**src/hw/rtl/mlprr_pkg.sv**
```systemverilog
// ----------------------------------------------------------------------------
// mlprr_pkg
// Shared types, codes and default sizes for the multilevel priority scheduler.
// ----------------------------------------------------------------------------
`default_nettype none

package mlprr_pkg;

   // Default sizes
   localparam int DEF_MAX_TASKS    = 16;
   localparam int DEF_MAX_LEVELS   = 3;
   localparam int DEF_TASK_ID_BITS = 8;

   // Configuration register
   localparam logic [1:0] NUM_LEVELS_RESET = 2'd3;
   localparam int         CSR_ADDR_BITS    = 3;
   localparam logic [CSR_ADDR_BITS-1:0] CSR_NUM_LEVELS = 3'd0;

   // Event codes
   localparam logic [1:0] ACT_ENQ    = 2'd0;
   localparam logic [1:0] ACT_TICK   = 2'd1;
   localparam logic [1:0] ACT_FINISH = 2'd2;

   // Result status codes
   localparam logic [1:0] STS_OK       = 2'd0;
   localparam logic [1:0] STS_BAD_PRIO = 2'd1;
   localparam logic [1:0] STS_FULL     = 2'd2;

   typedef enum logic [3:0] {
      ST_IDLE,
      ST_EXEC,
      ST_PASS,
      ST_UNLINK,
      ST_APPEND,
      ST_SINIT,
      ST_SEARCH,
      ST_FIN,
      ST_OUT
   } state_type;

   // Commands from controller to datapath
   typedef struct packed {
      logic load;
      logic exec;
      logic enq;
      logic append;
      logic pass;
      logic unlink_init;
      logic unlink_do;
      logic step;
      logic search_init;
      logic fin_init;
      logic next_level;
      logic select;
      logic mark;
      logic out_write;
   } ctrl_cmd_type;

   // Status from datapath to controller
   typedef struct packed {
      logic [1:0] act;
      logic       prio_bad;
      logic       full;
      logic       preempt;
      logic       run_valid;
      logic       hit;
      logic       p_end;
      logic       p_match;
      logic       p_task_match;
      logic       p_done;
      logic       lv_last;
      logic       out_free;
   } dp_stat_type;

endpackage

`default_nettype wire

```
**src/hw/rtl/mlprr_if.sv**
```systemverilog
// ----------------------------------------------------------------------------
// mlprr_if
// Valid/ready channels for scheduler events and scheduler results.
// ----------------------------------------------------------------------------
`default_nettype none

interface mlprr_req_if #(parameter int TASK_ID_BITS = 8);
   logic                    valid;
   logic                    ready;
   logic [1:0]              action;
   logic [TASK_ID_BITS-1:0] task_id;
   logic signed [3:0]       priority_req;

   modport source (output valid, action, task_id, priority_req, input ready);
   modport sink   (input valid, action, task_id, priority_req, output ready);
endinterface

interface mlprr_rsp_if #(parameter int TASK_ID_BITS = 8);
   logic                    valid;
   logic                    ready;
   logic                    running_valid;
   logic [TASK_ID_BITS-1:0] running_task;
   logic                    switched;
   logic [1:0]              status;

   modport source (output valid, running_valid, running_task, switched, status,
                   input ready);
   modport sink   (input valid, running_valid, running_task, switched, status,
                   output ready);
endinterface

`default_nettype wire

```
**src/hw/rtl/mlprr_ctrl.sv**
```systemverilog
// ----------------------------------------------------------------------------
// mlprr_ctrl
// Sequencer: decodes one event and steps the datapath through list walks.
// ----------------------------------------------------------------------------
`default_nettype none

module mlprr_ctrl
   import mlprr_pkg::*;
(
   input  wire logic         clock,
   input  wire logic         reset,
   input  wire logic         req_valid,
   output      logic         req_ready,
   input  wire dp_stat_type  stat,
   output      ctrl_cmd_type cmd
);

   state_type state_ff, state_in;

   // Hold state
   always_ff @(posedge clock) begin
      if (reset) begin
         state_ff <= ST_IDLE;
      end else begin
         state_ff <= state_in;
      end
   end

   // Next state
   always_comb begin
      state_in = state_ff;
      case (state_ff)
         ST_IDLE: begin
            if (req_valid) state_in = ST_EXEC;
         end
         ST_EXEC: begin
            case (stat.act)
               ACT_ENQ: begin
                  if (!stat.prio_bad && !stat.full && stat.preempt) state_in = ST_PASS;
                  else state_in = ST_OUT;
               end
               ACT_TICK:   state_in = ST_PASS;
               ACT_FINISH: state_in = ST_FIN;
               default:    state_in = ST_OUT;
            endcase
         end
         ST_PASS: begin
            state_in = stat.run_valid ? ST_UNLINK : ST_SINIT;
         end
         ST_UNLINK: begin
            if (stat.p_end || stat.p_match) state_in = ST_APPEND;
         end
         ST_APPEND: state_in = ST_SINIT;
         ST_SINIT:  state_in = ST_SEARCH;
         ST_SEARCH: begin
            if (stat.p_end) begin
               if (stat.lv_last) state_in = ST_OUT;
            end else if (!stat.p_done) begin
               state_in = ST_OUT;
            end
         end
         ST_FIN: begin
            if ((stat.p_end || stat.p_task_match) && stat.lv_last) begin
               state_in = stat.hit ? ST_PASS : ST_OUT;
            end
         end
         ST_OUT: begin
            if (stat.out_free) state_in = ST_IDLE;
         end
         default: state_in = ST_IDLE;
      endcase
   end

   // Outputs
   always_comb begin
      cmd       = '0;
      req_ready = 1'b0;
      case (state_ff)
         ST_IDLE: begin
            req_ready = 1'b1;
            cmd.load  = req_valid;
         end
         ST_EXEC: begin
            cmd.exec = 1'b1;
            if (stat.act == ACT_ENQ && !stat.prio_bad && !stat.full) begin
               cmd.enq    = 1'b1;
               cmd.append = 1'b1;
            end
            if (stat.act == ACT_FINISH) cmd.fin_init = 1'b1;
         end
         ST_PASS: begin
            cmd.pass        = 1'b1;
            cmd.unlink_init = stat.run_valid;
         end
         ST_UNLINK: begin
            if (!stat.p_end) begin
               if (stat.p_match) cmd.unlink_do = 1'b1;
               else cmd.step = 1'b1;
            end
         end
         ST_APPEND: cmd.append = 1'b1;
         ST_SINIT:  cmd.search_init = 1'b1;
         ST_SEARCH: begin
            if (stat.p_end) begin
               cmd.next_level = !stat.lv_last;
            end else if (!stat.p_done) begin
               cmd.select = 1'b1;
            end else begin
               cmd.step = 1'b1;
            end
         end
         ST_FIN: begin
            if (!stat.p_end && stat.p_task_match) cmd.mark = 1'b1;
            if (stat.p_end || stat.p_task_match) cmd.next_level = !stat.lv_last;
            else cmd.step = 1'b1;
         end
         ST_OUT: cmd.out_write = stat.out_free;
         default: ;
      endcase
   end

endmodule

`default_nettype wire

```
**src/hw/rtl/mlprr_dp.sv**
```systemverilog
// ----------------------------------------------------------------------------
// mlprr_dp
// Task store, per-level linked lists, walk pointers and the result register.
// ----------------------------------------------------------------------------
`default_nettype none

module mlprr_dp
   import mlprr_pkg::*;
#(
   parameter int MAX_TASKS    = DEF_MAX_TASKS,
   parameter int MAX_LEVELS   = DEF_MAX_LEVELS,
   parameter int TASK_ID_BITS = DEF_TASK_ID_BITS
) (
   input  wire logic                    clock,
   input  wire logic                    reset,
   input  wire ctrl_cmd_type            cmd,
   output      dp_stat_type             stat,
   input  wire logic [1:0]              req_action,
   input  wire logic [TASK_ID_BITS-1:0] req_task_id,
   input  wire logic [3:0]              req_priority,
   input  wire logic [$clog2(MAX_LEVELS+1)-1:0] n_levels,
   input  wire logic                    rsp_ready,
   output      logic                    rsp_valid,
   output      logic                    rsp_running_valid,
   output      logic [TASK_ID_BITS-1:0] rsp_running_task,
   output      logic                    rsp_switched,
   output      logic [1:0]              rsp_status
);

   localparam int PW = $clog2(MAX_TASKS + 1);
   localparam int IW = $clog2(MAX_TASKS);
   localparam int LW = $clog2(MAX_LEVELS);
   localparam int NW = $clog2(MAX_LEVELS + 1);
   localparam int CW = NW + 1;
   localparam logic [PW-1:0] NIL = PW'(MAX_TASKS);

   // Task store
   logic [TASK_ID_BITS-1:0] task_ff  [MAX_TASKS];
   logic [PW-1:0]           next_ff  [MAX_TASKS];
   logic [LW-1:0]           level_ff [MAX_TASKS];
   logic [MAX_TASKS-1:0]    done_ff;

   // Lists and scheduler state
   logic [PW-1:0] head_ff [MAX_LEVELS];
   logic [PW-1:0] tail_ff [MAX_LEVELS];
   logic [PW-1:0] run_ff;
   logic [TASK_ID_BITS-1:0] run_task_ff;
   logic [LW-1:0] run_lv_ff;
   logic [PW-1:0] used_ff;

   // Event and walk registers
   logic [1:0]              act_ff;
   logic [TASK_ID_BITS-1:0] tid_ff;
   logic [3:0]              prio_ff;
   logic                    hit_ff;
   logic [PW-1:0]           p_ff, prev_ff, steps_ff;
   logic [LW-1:0]           lv_ff;
   logic [1:0]              status_ff;
   logic                    switched_ff;

   logic signed [4:0] prio_s, n_s;
   logic [LW-1:0]     new_lv, ap_lv, lv_nx;
   logic [IW-1:0]     ap_e, p_idx, e_idx;
   logic              prio_bad, full, run_valid;

   assign prio_s    = 5'(signed'(prio_ff));
   assign n_s       = signed'(5'(n_levels));
   assign prio_bad  = (prio_s > 5'sd1) || (prio_s <= 5'sd1 - n_s);
   assign new_lv    = LW'(5'sd1 - prio_s);
   assign full      = (used_ff == NIL);
   assign run_valid = (run_ff != NIL);
   assign p_idx     = p_ff[IW-1:0];
   assign e_idx     = used_ff[IW-1:0];
   assign lv_nx     = lv_ff + 1'b1;

   // Pick the entry to append: a new task or the rotated running task
   assign ap_lv = cmd.enq ? new_lv : run_lv_ff;
   assign ap_e  = cmd.enq ? e_idx : run_ff[IW-1:0];

   always_comb begin
      stat              = '0;
      stat.act          = act_ff;
      stat.prio_bad     = prio_bad;
      stat.full         = full;
      stat.preempt      = run_valid && (run_lv_ff > new_lv);
      stat.run_valid    = run_valid;
      stat.hit          = hit_ff;
      stat.p_end        = (p_ff == NIL) || (steps_ff == NIL);
      stat.p_match      = (p_ff == run_ff);
      stat.p_task_match = (task_ff[p_idx] == tid_ff);
      stat.p_done       = done_ff[p_idx];
      stat.lv_last      = (CW'(lv_ff) + 1'b1) >= CW'(n_levels);
      stat.out_free     = !rsp_valid || rsp_ready;
   end

   // Latch event fields
   always_ff @(posedge clock) begin
      if (cmd.load) begin
         act_ff  <= req_action;
         tid_ff  <= req_task_id;
         prio_ff <= req_priority;
      end
   end

   // Store payload writes
   always_ff @(posedge clock) begin
      if (cmd.enq) begin
         task_ff[e_idx]  <= tid_ff;
         level_ff[e_idx] <= new_lv;
      end
      if (cmd.unlink_do && prev_ff != NIL) begin
         next_ff[prev_ff[IW-1:0]] <= next_ff[p_idx];
      end
      if (cmd.append) begin
         next_ff[ap_e] <= NIL;
         if (head_ff[ap_lv] != NIL && tail_ff[ap_lv] != NIL) begin
            next_ff[tail_ff[ap_lv][IW-1:0]] <= PW'(ap_e);
         end
      end
   end

   // Control state: lists, running entry, done bits, entry count, result valid
   always_ff @(posedge clock) begin
      if (reset) begin
         for (int i = 0; i < MAX_LEVELS; i++) begin
            head_ff[i] <= NIL;
            tail_ff[i] <= NIL;
         end
         done_ff     <= '0;
         run_ff      <= NIL;
         used_ff     <= '0;
         rsp_valid   <= 1'b0;
      end else begin
         if (cmd.enq) begin
            done_ff[e_idx] <= 1'b0;
            used_ff        <= used_ff + 1'b1;
         end
         if (cmd.mark) done_ff[p_idx] <= 1'b1;
         if (cmd.unlink_do) begin
            if (prev_ff == NIL) head_ff[run_lv_ff] <= next_ff[p_idx];
            if (tail_ff[run_lv_ff] == run_ff) tail_ff[run_lv_ff] <= prev_ff;
         end
         if (cmd.append) begin
            if (head_ff[ap_lv] == NIL || tail_ff[ap_lv] == NIL) head_ff[ap_lv] <= PW'(ap_e);
            tail_ff[ap_lv] <= PW'(ap_e);
         end
         if (cmd.search_init) run_ff <= NIL;
         if (cmd.select) run_ff <= p_ff;
         // Hold the result beat until taken
         if (cmd.out_write) rsp_valid <= 1'b1;
         else if (rsp_ready) rsp_valid <= 1'b0;
      end
   end

   // Walk pointers and per-event registers
   always_ff @(posedge clock) begin
      if (cmd.exec) begin
         hit_ff      <= run_valid && (run_task_ff == tid_ff);
         switched_ff <= 1'b0;
         status_ff   <= STS_OK;
         if (act_ff == ACT_ENQ) begin
            if (prio_bad) status_ff <= STS_BAD_PRIO;
            else if (full) status_ff <= STS_FULL;
         end
      end
      if (cmd.pass) switched_ff <= 1'b1;
      if (cmd.select) begin
         run_task_ff <= task_ff[p_idx];
         run_lv_ff   <= lv_ff;
      end
      if (cmd.unlink_init) begin
         p_ff     <= head_ff[run_lv_ff];
         prev_ff  <= NIL;
         steps_ff <= '0;
      end
      if (cmd.search_init || cmd.fin_init) begin
         lv_ff    <= '0;
         p_ff     <= head_ff[0];
         steps_ff <= '0;
      end
      if (cmd.step) begin
         prev_ff  <= p_ff;
         p_ff     <= next_ff[p_idx];
         steps_ff <= steps_ff + 1'b1;
      end
      if (cmd.next_level) begin
         lv_ff    <= lv_nx;
         p_ff     <= head_ff[lv_nx];
         steps_ff <= '0;
      end
      if (cmd.out_write) begin
         rsp_running_valid <= run_valid;
         rsp_running_task  <= run_valid ? run_task_ff : '0;
         rsp_switched      <= switched_ff;
         rsp_status        <= status_ff;
      end
   end

   // Checks
   a_used_bound: assert property (@(posedge clock) disable iff (reset)
      used_ff <= NIL)
      else $error("entry count past store size");

   a_run_stored: assert property (@(posedge clock) disable iff (reset)
      run_ff != NIL |-> run_ff < used_ff)
      else $error("running entry not in store");

   for (genvar g = 0; g < MAX_LEVELS; g++) begin : g_chk
      a_head_tail: assert property (@(posedge clock) disable iff (reset)
         (head_ff[g] == NIL) == (tail_ff[g] == NIL))
         else $error("list head and tail disagree on empty");
   end

endmodule

`default_nettype wire

```
**src/hw/rtl/multilevel_priority_round_robin_top.sv**
```systemverilog
// ----------------------------------------------------------------------------
// multilevel_priority_round_robin_top
// Multilevel priority scheduler with round robin per level; APB config port.
// ----------------------------------------------------------------------------
// Sequence: an enqueue without preemption, a rejected enqueue or an unused code
//   goes from EXEC to OUT, where the result beat is written. A finish walks the
//   levels in FIN and passes only if it named the running task. A pass runs PASS,
//   an unlink walk and APPEND if a task runs, then SINIT and SEARCH, then OUT.
// Flow: one event at a time, as a single list-walk pointer serves every event; the
//   next event is taken once the current one reaches the result register. A result
//   beat that is not taken holds the next event.
// Reset: synchronous; empties all lists, clears done bits and the running task,
//   sets num_levels to 3. Task payload stores are not cleared.
`default_nettype none

module multilevel_priority_round_robin_top
   import mlprr_pkg::*;
#(
   parameter int MAX_TASKS    = DEF_MAX_TASKS,
   parameter int MAX_LEVELS   = DEF_MAX_LEVELS,
   parameter int TASK_ID_BITS = DEF_TASK_ID_BITS
) (
   input  wire logic clock,
   input  wire logic reset,
   mlprr_req_if.sink   req,
   mlprr_rsp_if.source rsp,
   input  wire logic                     psel,
   input  wire logic                     penable,
   input  wire logic                     pwrite,
   input  wire logic [CSR_ADDR_BITS-1:0] paddr,
   input  wire logic [31:0]              pwdata,
   output      logic [31:0]              prdata,
   output      logic                     pready
);

   localparam int NW = $clog2(MAX_LEVELS + 1);

   logic [1:0]    num_levels_ff;
   logic [NW-1:0] n_levels;
   ctrl_cmd_type  cmd;
   dp_stat_type   stat;

   // Register write
   always_ff @(posedge clock) begin
      if (reset) begin
         num_levels_ff <= NUM_LEVELS_RESET;
      end else if (psel && penable && pwrite && paddr == CSR_NUM_LEVELS) begin
         num_levels_ff <= pwdata[1:0];
      end
   end

   assign pready = 1'b1;
   assign prdata = (paddr == CSR_NUM_LEVELS) ? {30'd0, num_levels_ff} : 32'd0;

   // Clamp level count to 2 .. MAX_LEVELS
   always_comb begin
      if (num_levels_ff < 2'd2) n_levels = NW'(2);
      else if (32'(num_levels_ff) > MAX_LEVELS) n_levels = NW'(MAX_LEVELS);
      else n_levels = NW'(num_levels_ff);
   end

   mlprr_ctrl u_ctrl (
      .clock     (clock),
      .reset     (reset),
      .req_valid (req.valid),
      .req_ready (req.ready),
      .stat      (stat),
      .cmd       (cmd)
   );

   mlprr_dp #(
      .MAX_TASKS    (MAX_TASKS),
      .MAX_LEVELS   (MAX_LEVELS),
      .TASK_ID_BITS (TASK_ID_BITS)
   ) u_dp (
      .clock             (clock),
      .reset             (reset),
      .cmd               (cmd),
      .stat              (stat),
      .req_action        (req.action),
      .req_task_id       (req.task_id),
      .req_priority      (req.priority_req),
      .n_levels          (n_levels),
      .rsp_ready         (rsp.ready),
      .rsp_valid         (rsp.valid),
      .rsp_running_valid (rsp.running_valid),
      .rsp_running_task  (rsp.running_task),
      .rsp_switched      (rsp.switched),
      .rsp_status        (rsp.status)
   );

endmodule

`default_nettype wire
```
**src/flat_wrapper.sv**
```systemverilog
// flat-port wrapper written by rule: the top's interface ports become plain ports
module multilevel_priority_round_robin_top_flat import mlprr_pkg::*;
#(
   parameter int MAX_TASKS    = DEF_MAX_TASKS,
   parameter int MAX_LEVELS   = DEF_MAX_LEVELS,
   parameter int TASK_ID_BITS = DEF_TASK_ID_BITS
)
  (clock, reset, psel, penable, pwrite, paddr, pwdata, prdata, pready, req_valid, req_action, req_task_id, req_priority_req, req_ready, rsp_valid, rsp_running_valid, rsp_running_task, rsp_switched, rsp_status, rsp_ready);
  mlprr_req_if #(.TASK_ID_BITS(TASK_ID_BITS)) req_i ();
  mlprr_rsp_if #(.TASK_ID_BITS(TASK_ID_BITS)) rsp_i ();
  input  wire logic clock;
  input  wire logic reset;
  input  wire logic psel;
  input  wire logic penable;
  input  wire logic pwrite;
  input  wire logic [CSR_ADDR_BITS-1:0] paddr;
  input  wire logic [31:0] pwdata;
  output      logic [31:0] prdata;
  output      logic pready;
  input wire logic [$bits(req_i.valid)-1:0] req_valid;
  input wire logic [$bits(req_i.action)-1:0] req_action;
  input wire logic [$bits(req_i.task_id)-1:0] req_task_id;
  input wire logic [$bits(req_i.priority_req)-1:0] req_priority_req;
  output wire logic [$bits(req_i.ready)-1:0] req_ready;
  output wire logic [$bits(rsp_i.valid)-1:0] rsp_valid;
  output wire logic [$bits(rsp_i.running_valid)-1:0] rsp_running_valid;
  output wire logic [$bits(rsp_i.running_task)-1:0] rsp_running_task;
  output wire logic [$bits(rsp_i.switched)-1:0] rsp_switched;
  output wire logic [$bits(rsp_i.status)-1:0] rsp_status;
  input wire logic [$bits(rsp_i.ready)-1:0] rsp_ready;
  assign req_i.valid = req_valid;
  assign req_i.action = req_action;
  assign req_i.task_id = req_task_id;
  assign req_i.priority_req = req_priority_req;
  assign req_ready = req_i.ready;
  assign rsp_valid = rsp_i.valid;
  assign rsp_running_valid = rsp_i.running_valid;
  assign rsp_running_task = rsp_i.running_task;
  assign rsp_switched = rsp_i.switched;
  assign rsp_status = rsp_i.status;
  assign rsp_i.ready = rsp_ready;
  multilevel_priority_round_robin_top #(.MAX_TASKS(MAX_TASKS), .MAX_LEVELS(MAX_LEVELS), .TASK_ID_BITS(TASK_ID_BITS)) u_core (.clock(clock), .reset(reset), .req(req_i), .rsp(rsp_i), .psel(psel), .penable(penable), .pwrite(pwrite), .paddr(paddr), .pwdata(pwdata), .prdata(prdata), .pready(pready));
endmodule
```
**config.mk**
```make
export PLATFORM = sky130hd
export DESIGN_NAME = multilevel_priority_round_robin_top_flat
export DESIGN_NICKNAME = d
export VERILOG_FILES = /design/src/hw/rtl/mlprr_pkg.sv /design/src/hw/rtl/mlprr_if.sv /design/src/hw/rtl/mlprr_ctrl.sv /design/src/hw/rtl/mlprr_dp.sv /design/src/hw/rtl/multilevel_priority_round_robin_top.sv /design/src/flat_wrapper.sv
export SDC_FILE = /design/constraint.sdc
export NUM_CORES = 1
export LEC_CHECK = 0
export BUFFER_PORTS_ARGS = -buffer_cell sky130_fd_sc_hd__buf_2
export CAP_MARGIN = 20
export CORE_UTILIZATION = 40
export DETAILED_ROUTE_END_ITERATION = 12
export PLACE_DENSITY = 0.65
export SYNTH_ARGS = -nofsm -noshare
export SYNTH_HDL_FRONTEND = slang
export SYNTH_SLANG_ARGS = --single-unit
export TNS_END_PERCENT = 1
```
**constraint.sdc**
```tcl
create_clock -name clock -period 5.1 [get_ports clock]
set_input_delay 0.255 -clock clock [delete_from_list [all_inputs] [get_ports clock]]
set_output_delay 0.255 -clock clock [all_outputs]
set_load 0.02 [all_outputs]
```
=== Word level (Yosys, flattened, before mapping) ===
Memory sizes are Yosys's and may differ from the RTL's. A register that Yosys moved wholly into a read port is not among the register bits.
Index checks and enable logic that the tools add are counted.

* $add $sub $neg: 6
* Magnitude comparators: 9
* Equality and inequality tests: 30
* Muxes and demuxes: 112
* Bitwise operators: 4
* Reduce and logical (&&, ||, !) cells: 43

{| class="wikitable"
|+ Operators with widths
! kind !! number
|-
| 2-to-1 mux 5 bit || 16
|-
| 2-to-1 mux 1 bit || 55
|-
| 2-to-1 mux 4 bit || 13
|-
| 2-to-1 mux 16 bit || 3
|-
| one-hot mux 4 bit (9 select lines) || 1
|-
| 2-to-1 mux 2 bit || 16
|-
| == test 5 bit, second input constant || 6
|-
| OR reduction 5 bit || 5
|-
| != test 5 bit, second input constant || 4
|-
| bitwise AND 16 bit || 1
|-
| == test 4 x 3 -> 1 bit, second input constant || 4
|-
| == test 8 bit || 2
|-
| NOT 16 bit || 1
|-
| bitwise OR 16 bit || 1
|-
| logical AND 1 bit || 15
|-
| one-hot mux 4 bit (3 select lines) || 1
|-
| adder 5 x 1 -> 5 bit, second input constant || 2
|-
| == test 5 bit || 2
|-
| less-than comparator 4 x 5 -> 1 bit, second input constant || 2
|-
| demux 1 bit (select 4 bit) || 2
|-
| == test 4 x 2 -> 1 bit, second input constant || 2
|-
| >= comparator 4 x 1 -> 1 bit, second input constant || 2
|-
| != test 2 bit, second input constant || 4
|-
| nonzero test 2 bit || 4
|-
| other kinds (28) || 40
|}

* Register bits after elaboration: 90
* RAM bits: 238
* Input port bits: 56
* Output and inout bits: 47
* Word-level logic and storage cells: 231
* Memories kept: 4

{| class="wikitable"
|+ Memories
! memory !! depth !! bits a word !! rd ports !! clocked after memory_dff !! write ports !! line !! RTL
|-
| u_core.u_dp.task_ff || 16 || 8 || 1 || 1 || 1 || mlprr_dp.sv:38 || <nowiki>logic [TASK_ID_BITS-1:0] task_ff [MAX_TASKS];</nowiki>
|-
| u_core.u_dp.next_ff || 16 || 5 || 1 || 1 || 2 || mlprr_dp.sv:39 || <nowiki>logic [PW-1:0] next_ff [MAX_TASKS];</nowiki>
|-
| u_core.u_dp.head_ff || 3 || 5 || 4 || 1 || 3 || mlprr_dp.sv:44 || <nowiki>logic [PW-1:0] head_ff [MAX_LEVELS];</nowiki>
|-
| u_core.u_dp.tail_ff || 3 || 5 || 2 || 1 || 3 || mlprr_dp.sv:45 || <nowiki>logic [PW-1:0] tail_ff [MAX_LEVELS];</nowiki>
|}

=== Logic depth before layout (Yosys ltp) ===
An unclocked memory read counts as a cell.

* Word-level depth: 20
* Depth in mapped cells: 14
* Mapped depth without buffers: 11

=== Cells and area by module ===
A second synthesis with hierarchy kept.

* Cells, all modules: 1,451
* Area total of the unflattened synthesis: 17,729.5 µm²

{| class="wikitable"
|+ By module, submodules not included
! module !! instances !! cells each !! area each (µm²) !! seq. area each (µm²)
|-
| mlprr_dp || 1 || 1,321 || 16,826.1 || 9,519.1
|-
| mlprr_ctrl || 1 || 82 || 551.8 || 80.1
|-
| multilevel_priority_round_robin_top || 1 || 48 || 351.6 || 40.0
|}

=== Worst setup path after synthesis ===
OpenSTA, ideal clock, no wires.

* Path type: reg2reg
* From: reg u_core.num_levels_ff[1]
* To: mem u_core.u_dp.head_ff[3][0] (netlist name), enable pin
* Setup time: 316 ps
* Data arrival time: 3,209 ps
* Slack: 1,575 ps
* Cell stages (with the launch flop): 14
* Path buffers: 2
* Path through: dfxtp_1 > nand2_1 > ha_1 > nand4b_1 > o32ai_2 > and4_1 > clkbuf_1 > nand2_1 > a31o_1 > or4_4 > o31ai_4 > and2_4 > buf_6 > a32o_1

{| class="wikitable"
|+ RTL lines
! item !! line !! RTL
|-
| start: declaration || multilevel_priority_round_robin_top.sv:38 || <nowiki>logic [1:0] num_levels_ff;</nowiki>
|-
| start signal: assignment || multilevel_priority_round_robin_top.sv:48 || <nowiki>num_levels_ff <= pwdata[1:0];</nowiki>
|-
| end: declaration || mlprr_dp.sv:44 ||
|}

==> metrics <==
status completed; area fraction of the dominant cell type after synthesis 0.513; Yosys cell types 71; Cell Count, Final, Fillers Out 1,912; GRT Total Usage 0.199; Num CTS Buffers 38; Synth area leaders edfxtp_1, mux4_2, dfxtp_1; reg-to-reg slack, setup 0.74 ns; Worst Setup End Kind flip-flop; die area 0.0422 mm^2; Max Freq 230 MHz; row count 74; CP Data Arrival Time 4.53 ns; final RePlAce weighted congestion 0.896; final core occ 0.457; DP HPWL 28,500 um; mapped cell area 0.0166 mm^2; design area 0.0187 mm^2; DR WL/cell 21.7 um; Port Buffers 41; IR Drop Worst-Case VDD 0.236 mV; Iter 0 DRT Violations 1,370; Placement Cell Area 0.0173 mm^2; final setup fails 0; Synth Instances 1,299; number of flops mapped to enable cells by yosys 283; most common cell after layout, fill and taps aside edfxtp_1; ys flop type edfxtp_1; Max-Cap Viols 0; Startpoint Class flip-flop; register area share after synthesis 0.586; Worst Path Required 5.27 ns; initial core utilization 0.406; worst hold-check path type in2reg; clk sinks 344; Layout area overhead 12.6%; CTS clk-pin slew, worst paths 0.06 ns; vias post-DR 11,151; DP Cell Count 1,824; Final nets 1,420; RSZ-0062 raised after global routing false; most frequent cells in the layout edfxtp_1, o22ai_1, nor2_1; Post-DRT Antenna Nets 0; H-tree depth 2; latest clock arrival within the worst-skew pair 0.55 ns; drt first pass iters 7; final setup TNS 0 ns; Setup CP Type reg2reg; DRC Markers 0; Pins Over Slew Limit 0; CTS root buffer clkbuf_16; Clock Skew 0.0208 ns; ANT cells 0; CTS tree yes; # IOs 103; Final Hold Fails 0; largest area contributor in the netlist edfxtp_1; fin crit period 4.36 ns; vias in the first global route 10,905; worst-path fanout max 14; initial antenna violation count 0; Yosys reg bits 344; total wire length 41,500 um; Power Density 442 mW/mm^2; width of the die 206 um; hold slack 0.118 ns; Slew HR 0.281; via/cell ratio 5.83; Slew @ Worst Pin 1.07 ns; asr flop ratio synth 0; Die Y 206 um; Lkg Pwr 6.40 nW; Congestion Overflow GR 0; Mapped Avg Cell Area 12.8 um^2; first-pass GRT wire length 64,100 um; CORE AREA 0.0408 mm^2; Tcrit/Tclk final 0.854; largest net degree at the start of global routing 32; yosys warns 0; maximum clock path buffer count 3; share of cells above drive strength 1 0.173
## kinds of logic after synthesis
kind of cell,Yosys count,synth area share
mux,139,0.131
buf+inv,146,0.0419
simple gates,361,0.110
flops,344,0.586
other cells,2,0.000453
compound gates,262,0.102
fa+ha+maj,14,0.0106
xor+xnor,31,0.0164
## worst paths after layout
check                                        startpoint                   endpoint  cells after the start
worst max-delay path            u_core.num_levels_ff[1]  u_core.u_dp.next_ff[3][1]                     10
worst min-delay path                            penable    u_core.num_levels_ff[1]                      4
worst max register to register  u_core.num_levels_ff[1]  u_core.u_dp.next_ff[3][1]                     10
worst min register to register  u_core.u_dp.done_ff[15]    u_core.u_dp.done_ff[15]                      2
## cells in the mapped netlist (5+ instances only)
library cell and number:
nand4_1 12, o2111ai_1 5, and3_1 8, mux2_2 27
inv_1 37, xor2_1 16, o22ai_1 93, a31oi_1 13
or2_2 12, nor3_1 19, nor4_1 10, buf_4 31
nor2_1 92, dfxtp_1 61, o21ai_0 46, nand2b_1 26
o21a_1 6, clkbuf_1 49, edfxtp_1 283, a211oi_1 5
nand3b_1 10, nand2_1 86, mux4_2 60, nand3_1 30
xnor2_1 15, and2_1 17, a22oi_1 5, buf_2 12
o31ai_1 5, ha_1 14, a21oi_1 40, or3_1 8
mux2i_1 52, buf_1 13, nor2b_1 11, o22a_1 6
## layer usage
| layer | part of all wire | GRT usage | vias up |
|---|---|---|---|
| met5 | 0 | 0 | - |
| met1 | 0.42 | 0.273 | 5485 |
| met4 | 0.028 | 0.0601 | 0 |
| met3 | 0.075 | 0.0329 | 97 |
| met2 | 0.47 | 0.324 | 521 |
| li1 | - | - | 5048 |
## layout make-up
type                       instances  area (um^2)
multi-input combinational        838         6270
timing repair buffer              89          632
tap                              532          666
fill                            3622        22200
clock inverter                    16          201
inverter                          39          146
sequential                       344         9720
clock buffer                      54         1030
## state kept, by name, indices dropped and copies added, names as in the netlist, 4 cells and up, named ones only
| register | flops |
|---|---|
| u_core.u_dp.done_ff | 16 |
| u_core.u_dp.prev_ff | 5 |
| u_core.u_dp.used_ff | 5 |
| u_core.u_ctrl.state_ff | 4 |
| u_core.u_dp.task_ff | 128 |
| u_core.u_dp.p_ff | 5 |
| u_core.u_dp.run_task_ff | 8 |
| u_core.u_dp.prio_ff | 4 |
| u_core.u_dp.tid_ff | 8 |
| u_core.u_dp.tail_ff | 20 |
| u_core.u_dp.next_ff | 80 |
| u_core.u_dp.rsp_running_task | 8 |
| u_core.u_dp.head_ff | 20 |
| u_core.u_dp.steps_ff | 5 |
| u_core.u_dp.run_ff | 5 |
## where the power goes
part	total [mW]	switching [mW]	leakage [nW]	internal (mW)
clock	2.71	1.13	0.597	1.58
sequential	3.62	0.295	2.97	3.33
combinational	1.92	1.14	2.83	0.780
## worst max-delay path: stages (launching register included)
cell      delay [ns]
dfxtp_1         0.35
nand2_1         0.09
ha_1            0.29
nand4b_1        0.18
o32ai_2         0.46
a31o_2          0.37
nand2_1         0.24
and3_1          0.27
o31ai_2         0.41
nand4_1         0.61
o21ai_0         0.71
## through the flow
step	worst slack [ns]	total power [mW]
final	0.745	8.24
after global routing	0.448	8.60
after CTS	0.815	8.28
after detailed placement	0.842	5.57
after global placement	0.909	5.53
after floorplan	1.57	5.00
## timing repair
item | 4_1_cts | 5_1_grt
gates resized for setup | 0 | 0
setup buffers | 0 | 0
hold buffers | 17 | 0
endpoints found under the hold margin | 17 | 0
Power figures use the tool's default switching activity.
